<file path="src/rtl/fse_pkg.sv">
`timescale 1ns / 1ps
// ----------------------------------------------------------------------------
// Format string expander package
// Shared types, character codes and the digit-to-character mapping.
// ----------------------------------------------------------------------------
package fse_pkg;

   localparam logic [7:0] CHAR_PERCENT = 8'h25;
   localparam logic [7:0] CHAR_MINUS   = 8'h2d;
   localparam logic [7:0] CHAR_C       = 8'h63;
   localparam logic [7:0] CHAR_D       = 8'h64;
   localparam logic [7:0] CHAR_S       = 8'h73;
   localparam logic [7:0] CHAR_X       = 8'h78;
   localparam logic [7:0] CHAR_ZERO    = 8'h30;
   localparam logic [7:0] CHAR_LOWER_A = 8'h61;

   localparam int ARG_WIDTH   = 32;
   localparam int BCD_DIGITS  = 10;
   localparam int HEX_DIGITS  = 8;
   localparam int DIGIT_WIDTH = 4;
   localparam int DIGITS_WIDTH = BCD_DIGITS * DIGIT_WIDTH;
   localparam int COUNT_WIDTH  = $clog2(ARG_WIDTH);

   typedef enum logic [1:0] {
      ST_IDLE,
      ST_CONV,
      ST_SKIP,
      ST_EMIT
   } fse_state_type;

   typedef struct packed {
      logic                    done;
      logic [DIGITS_WIDTH-1:0] digits;
   } fse_bcd_status_type;

   function automatic logic [7:0] digit_char(input logic [DIGIT_WIDTH-1:0] nib);
      logic [7:0] ext;
      ext = {4'd0, nib};
      if (nib < 4'd10) begin
         digit_char = CHAR_ZERO + ext;
      end else begin
         digit_char = CHAR_LOWER_A + ext - 8'd10;
      end
   endfunction

endpackage

</file>
<file path="src/rtl/fse_bcd.sv">
`timescale 1ns / 1ps
// ----------------------------------------------------------------------------
// Bit-serial binary to BCD converter
// Shifts the binary value in one bit per cycle, adjusting each decimal digit
// on the way, and flags the ten-digit result once all thirty-two bits are in.
// ----------------------------------------------------------------------------
module fse_bcd (
   input  logic                                 clock,
   input  logic                                 reset,
   input  logic                                 start,
   input  logic [fse_pkg::ARG_WIDTH-1:0]        value,
   output fse_pkg::fse_bcd_status_type          status
);

   logic [fse_pkg::ARG_WIDTH-1:0]    bin_ff, bin_in;
   logic [fse_pkg::DIGITS_WIDTH-1:0] bcd_ff, bcd_in, adj;
   logic [fse_pkg::COUNT_WIDTH-1:0]  cnt_ff, cnt_in;
   logic                             busy_ff, busy_in;
   logic                             done_ff, done_in;

   always_comb begin
      for (int i = 0; i < fse_pkg::BCD_DIGITS; i++) begin
         if (bcd_ff[i*4 +: 4] >= 4'd5) begin
            adj[i*4 +: 4] = bcd_ff[i*4 +: 4] + 4'd3;
         end else begin
            adj[i*4 +: 4] = bcd_ff[i*4 +: 4];
         end
      end
      bin_in  = bin_ff;
      bcd_in  = bcd_ff;
      cnt_in  = cnt_ff;
      busy_in = busy_ff;
      done_in = 1'b0;
      if (start) begin
         bin_in  = value;
         bcd_in  = '0;
         cnt_in  = '0;
         busy_in = 1'b1;
      end else if (busy_ff) begin
         bcd_in = {adj[fse_pkg::DIGITS_WIDTH-2:0], bin_ff[fse_pkg::ARG_WIDTH-1]};
         bin_in = {bin_ff[fse_pkg::ARG_WIDTH-2:0], 1'b0};
         cnt_in = cnt_ff + {{(fse_pkg::COUNT_WIDTH-1){1'b0}}, 1'b1};
         if (cnt_ff == '1) begin
            busy_in = 1'b0;
            done_in = 1'b1;
         end
      end
   end

   always_ff @(posedge clock) begin
      if (reset) begin
         busy_ff <= 1'b0;
         done_ff <= 1'b0;
      end else begin
         busy_ff <= busy_in;
         done_ff <= done_in;
      end
      bin_ff <= bin_in;
      bcd_ff <= bcd_in;
      cnt_ff <= cnt_in;
   end

   assign status.done   = done_ff;
   assign status.digits = bcd_ff;

endmodule

</file>
<file path="src/rtl/format_string_expander.sv">
`timescale 1ns / 1ps
// ----------------------------------------------------------------------------
// Format string expander
// Expands a printf-style character stream supporting the c, s, d and x
// conversions into a stream of output characters with a running count.
// ----------------------------------------------------------------------------
// The req channel carries one format or string-argument character per
// transaction, with the conversion argument alongside; req_tuser marks a
// string-argument character. The rsp channel returns one character per
// transaction, with tlast on the final character that an input causes and a
// saturating running count of characters in the upper bits of tdata.
// A plain character, a string character or a c conversion appears on rsp in the
// cycle after it is accepted, and such inputs can follow back to back.
// An x conversion is accepted, then skips the leading zero nibbles, changes
// over and emits the remaining digits one by one. A d conversion is accepted,
// then shifts through the bit-serial BCD converter, collects the digits,
// skips the leading zeros, changes over and emits a minus sign if needed and
// then the remaining digits; skipped zeros and digits always add up to ten.
// One input is handled at a time: req_tready is high only when the block is
// idle and its output register is free. Reset clears the pending percent
// flag and the running count. A stalled receiver holds the output register
// and the emission of characters simply waits for it.
// ----------------------------------------------------------------------------
module format_string_expander (
   input  logic        clock,
   input  logic        reset,
   input  logic        req_tvalid,
   output logic        req_tready,
   input  logic [39:0] req_tdata,   // char_code [7:0], arg_bits [39:8]
   input  logic [0:0]  req_tuser,   // mode [0]
   output logic        rsp_tvalid,
   input  logic        rsp_tready,
   output logic [39:0] rsp_tdata,   // out_char [7:0], chars_so_far [39:8]
   output logic        rsp_tlast
);

   fse_pkg::fse_state_type            state_ff, state_in;
   logic                              pend_ff, pend_in;
   logic                              neg_ff, neg_in;
   logic [31:0]                       total_ff, total_in;
   logic [fse_pkg::DIGITS_WIDTH-1:0]  digits_ff, digits_in;
   logic [3:0]                        cnt_ff, cnt_in;
   logic                              rsp_valid_ff, rsp_valid_in;
   logic [7:0]                        rsp_char_ff, rsp_char_in;
   logic                              rsp_last_ff, rsp_last_in;
   logic [31:0]                       rsp_count_ff, rsp_count_in;

   logic                              out_free;
   logic                              accept;
   logic                              emit;
   logic [7:0]                        emit_char;
   logic                              emit_last;
   logic                              bcd_start;
   logic [31:0]                       magnitude;
   logic [7:0]                        ch;
   logic [31:0]                       arg;
   logic [3:0]                        top_nib;
   fse_pkg::fse_bcd_status_type       bcd_status;

   assign ch        = req_tdata[7:0];
   assign arg       = req_tdata[39:8];
   assign out_free  = !rsp_valid_ff || rsp_tready;
   assign req_tready = (state_ff == fse_pkg::ST_IDLE) && out_free;
   assign accept    = req_tvalid && req_tready;
   assign magnitude = arg[31] ? (32'd0 - arg) : arg;
   assign top_nib   = digits_ff[fse_pkg::DIGITS_WIDTH-1 -: 4];

   fse_bcd u_bcd (
      .clock  (clock),
      .reset  (reset),
      .start  (bcd_start),
      .value  (magnitude),
      .status (bcd_status)
   );

   always_comb begin
      state_in  = state_ff;
      pend_in   = pend_ff;
      neg_in    = neg_ff;
      digits_in = digits_ff;
      cnt_in    = cnt_ff;
      emit      = 1'b0;
      emit_char = ch;
      emit_last = 1'b1;
      bcd_start = 1'b0;
      case (state_ff)
         fse_pkg::ST_IDLE: begin
            if (accept) begin
               if (req_tuser[0]) begin
                  emit = 1'b1;
               end else if (!pend_ff) begin
                  if (ch == fse_pkg::CHAR_PERCENT) begin
                     pend_in = 1'b1;
                  end else begin
                     emit = 1'b1;
                  end
               end else begin
                  pend_in = 1'b0;
                  if (ch == fse_pkg::CHAR_C) begin
                     emit      = 1'b1;
                     emit_char = arg[7:0];
                  end else if (ch == fse_pkg::CHAR_S) begin
                     emit = 1'b0;
                  end else if (ch == fse_pkg::CHAR_D) begin
                     neg_in    = arg[31];
                     bcd_start = 1'b1;
                     state_in  = fse_pkg::ST_CONV;
                  end else if (ch == fse_pkg::CHAR_X) begin
                     neg_in    = 1'b0;
                     digits_in = {arg, 8'd0};
                     cnt_in    = 4'(fse_pkg::HEX_DIGITS);
                     state_in  = fse_pkg::ST_SKIP;
                  end else begin
                     emit = 1'b1;
                  end
               end
            end
         end
         fse_pkg::ST_CONV: begin
            if (bcd_status.done) begin
               digits_in = bcd_status.digits;
               cnt_in    = 4'(fse_pkg::BCD_DIGITS);
               state_in  = fse_pkg::ST_SKIP;
            end
         end
         fse_pkg::ST_SKIP: begin
            if (cnt_ff > 4'd1 && top_nib == 4'd0) begin
               digits_in = {digits_ff[fse_pkg::DIGITS_WIDTH-5:0], 4'd0};
               cnt_in    = cnt_ff - 4'd1;
            end else begin
               state_in = fse_pkg::ST_EMIT;
            end
         end
         fse_pkg::ST_EMIT: begin
            if (out_free) begin
               emit = 1'b1;
               if (neg_ff) begin
                  emit_char = fse_pkg::CHAR_MINUS;
                  emit_last = 1'b0;
                  neg_in    = 1'b0;
               end else begin
                  emit_char = fse_pkg::digit_char(top_nib);
                  emit_last = (cnt_ff == 4'd1);
                  digits_in = {digits_ff[fse_pkg::DIGITS_WIDTH-5:0], 4'd0};
                  cnt_in    = cnt_ff - 4'd1;
                  if (cnt_ff == 4'd1) begin
                     state_in = fse_pkg::ST_IDLE;
                  end
               end
            end
         end
         default: begin
            state_in = fse_pkg::ST_IDLE;
         end
      endcase
   end

   always_comb begin
      total_in     = total_ff;
      rsp_valid_in = rsp_valid_ff;
      rsp_char_in  = rsp_char_ff;
      rsp_last_in  = rsp_last_ff;
      rsp_count_in = rsp_count_ff;
      if (emit) begin
         total_in     = (total_ff == '1) ? total_ff : total_ff + 32'd1;
         rsp_valid_in = 1'b1;
         rsp_char_in  = emit_char;
         rsp_last_in  = emit_last;
         rsp_count_in = total_in;
      end else if (rsp_tready) begin
         rsp_valid_in = 1'b0;
      end
   end

   always_ff @(posedge clock) begin
      if (reset) begin
         state_ff     <= fse_pkg::ST_IDLE;
         pend_ff      <= 1'b0;
         neg_ff       <= 1'b0;
         total_ff     <= '0;
         rsp_valid_ff <= 1'b0;
      end else begin
         state_ff     <= state_in;
         pend_ff      <= pend_in;
         neg_ff       <= neg_in;
         total_ff     <= total_in;
         rsp_valid_ff <= rsp_valid_in;
      end
      digits_ff    <= digits_in;
      cnt_ff       <= cnt_in;
      rsp_char_ff  <= rsp_char_in;
      rsp_last_ff  <= rsp_last_in;
      rsp_count_ff <= rsp_count_in;
   end

   assign rsp_tvalid = rsp_valid_ff;
   assign rsp_tdata  = {rsp_count_ff, rsp_char_ff};
   assign rsp_tlast  = rsp_last_ff;

endmodule

</file>
<file path="config.mk">
export PLATFORM = sky130hd
export DESIGN_NAME = format_string_expander
export DESIGN_NICKNAME = d
export VERILOG_FILES = /design/src/rtl/fse_pkg.sv /design/src/rtl/fse_bcd.sv /design/src/rtl/format_string_expander.sv
export SDC_FILE = /design/constraint.sdc
export NUM_CORES = 1
export LEC_CHECK = 0
export ABC_AREA = 1
export BUFFER_PORTS_ARGS = -buffer_cell sky130_fd_sc_hd__buf_2
export CAP_MARGIN = 20
export CORE_MARGIN = 4
export CORE_UTILIZATION = 55
export CTS_CLUSTER_DIAMETER = 120
export DETAILED_ROUTE_END_ITERATION = 12
export GPL_ROUTABILITY_DRIVEN = 0
export PLACE_DENSITY = 0.74
export SYNTH_ARGS = -nofsm -noshare
export SYNTH_HDL_FRONTEND = slang
export SYNTH_HIERARCHICAL = 1
export SYNTH_SLANG_ARGS = --single-unit
</file>
<file path="constraint.sdc">
create_clock -name clock -period 7 [get_ports clock]
set_clock_uncertainty 0.1 [all_clocks]
set_input_delay 1.05 -clock clock [delete_from_list [all_inputs] [get_ports clock]]
set_output_delay 1.05 -clock clock [all_outputs]
set_load 0.02 [all_outputs]
</file>
Word level (Yosys, flattened, before mapping)
Cells that the tools add are included.
Operators by class
  eq/ne operators: 25
  add/sub/neg operators: 17
  $lt $le $gt $ge: 12
  bitwise logic cells: 2
  reductions and logical operators: 16
  multiplexer cells: 94
Operators by type and width (count)
  40-bit two-way mux: 11
  40-bit case mux with 4 select lines: 1
  32-bit two-way mux: 4
  4-bit two-way mux: 20
  8-bit two-way mux: 7
  4-bit by 3-bit >= comparator with 1-bit output, second input constant: 10
  4-bit by 2-bit adder with 4-bit output, second input constant: 9
  1-bit two-way mux: 33
  32-bit by 1-bit adder with 32-bit output, second input constant: 1
  32-bit == test, second input constant: 1
  8-bit by 7-bit == test with 1-bit output, second input constant: 4
  1-bit by 32-bit subtractor with 32-bit output, first input constant: 1
  2-bit two-way mux: 12
  2-bit inequality test, second input constant: 11
  11-bit AND reduction: 2
  4-bit case mux with 4 select lines: 1
  8-bit case mux with 2 select lines: 1
  7-bit by 4-bit adder with 8-bit output, first input constant: 1
  8-bit by 6-bit == test with 1-bit output, second input constant: 1
  2-bit case mux with 4 select lines: 1
  8-bit AND reduction: 1
  8-bit by 4-bit subtractor with 8-bit output, second input constant: 1
  6-bit by 4-bit adder with 7-bit output, first input constant: 1
  2-bit nonzero test: 3
  22 further kinds: 28
Storage, ports and cells
  output and inout port bits: 43
  bits in registers: 201
  logic and storage cells: 181
  input port bits: 45

Depth between registers and ports, before layout
  word-level depth: 10
  mapped depth: 14
  depth with buffers taken out: 13

Hierarchy
Netlist, hierarchy kept.
By module, submodules not included
  format_string_expander: area an instance 7767.4 µm², times used 1, cells an instance 1031
  fse_bcd: area an instance 3965.1 µm², times used 1, cells an instance 504

Worst setup path after synthesis
No wires, ideal clock.
  path kind: input -> register
  start point: in rsp_tready
  end point: reg cnt_ff[0] (netlist name)
  arrival: 5741 ps
  required time: 6345 ps
  stages on the path: 6
  setup slack: 604 ps
  cell sequence: inv_1 > nand2_1 > nand3_1 > a21boi_0 > nand3_1 > nor4_1
RTL lines
  start, declared: RTL line format_string_expander.sv:32  | input logic rsp_tready,

Worst setup path in the final report
  start point: reg state_ff[1]
  end point: out req_tready
Between the ends
  word-level cells in the longest chain between the ends: 2
Ends and longest elaborated chain
  start, declared: RTL line format_string_expander.sv:37  | fse_pkg::fse_state_type state_ff, state_in;
  start signal, assigned: RTL line format_string_expander.sv:177  | state_ff <= fse_pkg::ST_IDLE;
  start signal, assigned: RTL line format_string_expander.sv:183  | state_ff <= state_in;
  2-bit logical NOT: RTL line format_string_expander.sv:63  | assign req_tready = (state_ff == fse_pkg::ST_IDLE) && out_free;
  1-bit logical AND: RTL line format_string_expander.sv:63
  end, declared: RTL line format_string_expander.sv:28  | output logic req_tready,
Every way passes these cells.

==> out/summary.txt <==
Synth top area share -> 29.95%
Global-route wire length before repair -> 48730 microns
Top cells by count, synth -> 444 x nand2_1, 192 x inv_1, 165 x nand3_1
Drt total wl -> 29790 microns
Initial antenna violation count -> 0
Adder-cell share of the synthesized area -> 3.413%
CTS tree -> built
Max cap viols -> 0
Syn_area_per_cell -> 7.643 sq um
EDFF count, synth -> 117
Synthesized flop and latch total -> 201
DPL Wire Length -> 20920 microns
Warnings, synthesis -> 6
Synth Area in Compound Gates -> 8.947%
Power share of the sequential group -> 48.5%
Gr ovfl total -> 0
Post-synthesis mux area share -> 0%
CP startpoint kind -> flop
Most used DFF post-synth -> edfxtp_1
Share of cells above drive strength 1 -> 12.77%
FMAX -> 0.3005 GHz
Clk_lat worst skew -> 0.50 ns
Post-synth cell types -> 46
Gate count of the mapped netlist -> 1535
Vias in the first global route -> 9562
PortBufs -> 87
Worst Hold Class -> reg2reg
# rows -> 53
Sequential element share of the synthesized area -> 44.28%
Hold WS -> 0.3791 ns
Sw power -> 634.6 uW
Sink Count -> 201
Die footprint -> 0.02373 sq mm
Largest net degree at the start of global routing -> 71
Post-Synth XOR/XNOR Area -> 1.792%
Area grow syn2layout -> 10.80%
Post-Synth Simple-Gate Area -> 32.01%
Net Count, Synth -> 1612
CP endpoint kind -> output port
Via density -> 5.548
Largest family of logic cells by synthesized area -> simple AND/OR/NAND/NOR gates
Total CTS buffers -> 22
Req. time, crit path -> 5.85 ns
Htree depth -> 1
Fin. Hold Viols -> 0
Setup TNS Final -> 0 ns
Root Buffer -> clkbuf_16
Post-CTS setup buffers -> 0
Initial Utilization -> 55.81%
Remaining antenna violation count -> 0
Worst Path Buf+Inv -> 4
Synthesized area -> 0.01173 sq mm
Nets -> 1674
Fill cell count -> 1820
Switching Share -> 23.65%
CP peak stage delay -> 0.34 ns
RSZ-0062 raised after global routing -> no
N_diodes -> 0
Status -> complete, no violations
Worst-Margin Slew -> 0.9811 ns
Minimum clock period -> 3.328 ns
CP max stage cell -> dfxtp_1
Relative slew slack -> 34.36%
Async S/R FF share, synth -> 0%
Fin. max-slew vios -> 0
Num ports -> 88
PwrDens -> 206.4 mW/mm^2
Clock slew at reported path FFs -> 0.06 ns
# hold bufs at CTS -> 0
CP top delay family -> buffers and inverters
Die Span X -> 154.1 microns
Combinational Power Share -> 8.2%
Average wire per cell in the routed design -> 15.78 microns
Post-CTS resize count -> 0
GRT Overall Usage -> 24.55%
Critical path, cell by cell -> inv_1 > ha_1 > buf_4 > inv_2 > nor2_1 > buf_2
Most frequent cell after synthesis -> nand2_1
DRT iter0 DRCs -> 1258
CTS Buffer Depth -> 3
CP arrival -> 2.18 ns
Internal -> 2.049 mW
1st-pass router iterations -> 6
VDD IR max -> 159.8 uV
CORE AREA -> 0.02102 sq mm
Largest area contributor in the netlist -> edfxtp_1
Die H -> 154.1 microns
Setup CP Type -> reg2out
Top cells by area, synth -> edfxtp_1 30%, dfxtp_1 14%, nand2_1 14%, nand3_1 7.0%, inv_1 6.1%
Leakage -> 5.875 nW
Critical-path maximum fanout -> 20
Setup violators final -> 0
Routed via count -> 10480
DRC -> 0
Fin crit share -> 47.54%
Clock share of power -> 43.3%
-- path summary, 6_finish.rpt --
path / startpoint / cells past startpoint / slack [ns] / to
max: state_ff[1] / 6 / 3.67 / req_tready
min: u_bcd/bin_ff[31] / 2 / 0.38 / u_bcd/bcd_ff[0]
max reg2reg: state_ff[1] / 6 / 3.95 / rsp_char_ff[0]
min reg2reg: u_bcd/bin_ff[31] / 2 / 0.38 / u_bcd/bcd_ff[0]
-- layout make-up --
| type | instances | area [sq um] | share of cell area (%) |
|---|---|---|---|
| clock buffers | 29 | 618.1 | 4.755 |
| clock inverters | 11 | 106.4 | 0.8181 |
| inverters | 204 | 772.0 | 5.938 |
| multi-input cells | 1071 | 5434 | 41.80 |
| flip-flops and latches | 201 | 5195 | 39.96 |
| well taps | 275 | 344.1 | 2.647 |
| repair buffers | 97 | 530.5 | 4.081 |
-- through the flow --
| stage | area (sq um) | power [mW] | std cells | utilization, % | worst slack [ns] |
|---|---|---|---|---|---|
| 2_1_floorplan | 11730 | 1.471 | 1535 | - | 0.6043 |
| 3_3_place_gp | 12250 | 1.537 | 1847 | 58.26 | 3.389 |
| 3_5_place_dp | 12280 | 1.543 | 1848 | 58.40 | 3.274 |
| 4_1_cts | 13000 | 2.702 | 1888 | 61.84 | 3.704 |
| 5_1_grt | 13000 | 2.781 | 1888 | 61.84 | 3.470 |
| 6_report | 13000 | 2.684 | 1888 | 61.84 | 3.672 |
-- cells in the final DEF (no fill, tap or decap), types with 20 or more instances in the layout --
master | Yosys | layout
nor2_1 | 127 | 127
clkbuf_16 | 0 | 23
o221ai_1 | 24 | 24
nand3_1 | 165 | 165
buf_2 | 17 | 87
a21oi_1 | 48 | 48
nor3_1 | 21 | 20
inv_1 | 192 | 191
dfxtp_1 | 84 | 84
ha_1 | 32 | 32
edfxtp_1 | 117 | 117
nand3_2 | 41 | 41
nand2_1 | 444 | 443
xor2_1 | 20 | 20
o21ai_0 | 74 | 74
-- state kept, by name (all words and copies together) (netlist names), 2 cells and up --
signal / count
rsp_char_ff: 8
digits_ff: 40
cnt_ff: 4
u_bcd/cnt_ff: 5
rsp_count_ff: 32
u_bcd/bin_ff: 32
u_bcd/bcd_ff: 40
total_ff: 32
state_ff: 2
-- power by group through the flow --
stage | registers (mW) | logic (mW) | clock network [mW]
finish | 1.30 | 0.220 | 1.16
global route | 1.30 | 0.244 | 1.23
CTS | 1.30 | 0.219 | 1.18
detailed placement | 1.33 | 0.217 | 0
global placement | 1.33 | 0.211 | 0
floorplan | 1.35 | 0.126 | 0
-- per-layer routing --
| metal | global-route usage, % | share of wire (%) |
|---|---|---|
| met2 | 36.00 | 43 |
| met1 | 37.83 | 47 |
| met5 | 0 | 0 |
| met3 | 4.757 | 9.1 |
| met4 | 5.046 | 1.4 |
-- worst min-delay path: cells and delay by family (launching register included) --
| kind | cells | cell delay [ns] |
|---|---|---|
| DFF | 1 | 0.34 |
| and+or+nand+nor | 1 | 0.05 |
| AOI/OAI and AO/OA | 1 | 0.05 |
-- cell families (layout without fill, tap and decap cells) --
kind of cell,count (synthesis),after routing
flip-flops,201,201
adder cells (fa/ha/maj),32,32
AO/OA/AOI/OAI,180,180
AND/OR/NAND/NOR,835,835
XOR/XNOR,24,24
buffers and inverters,263,341
Note: power is estimated with default switching activity, not from simulation.
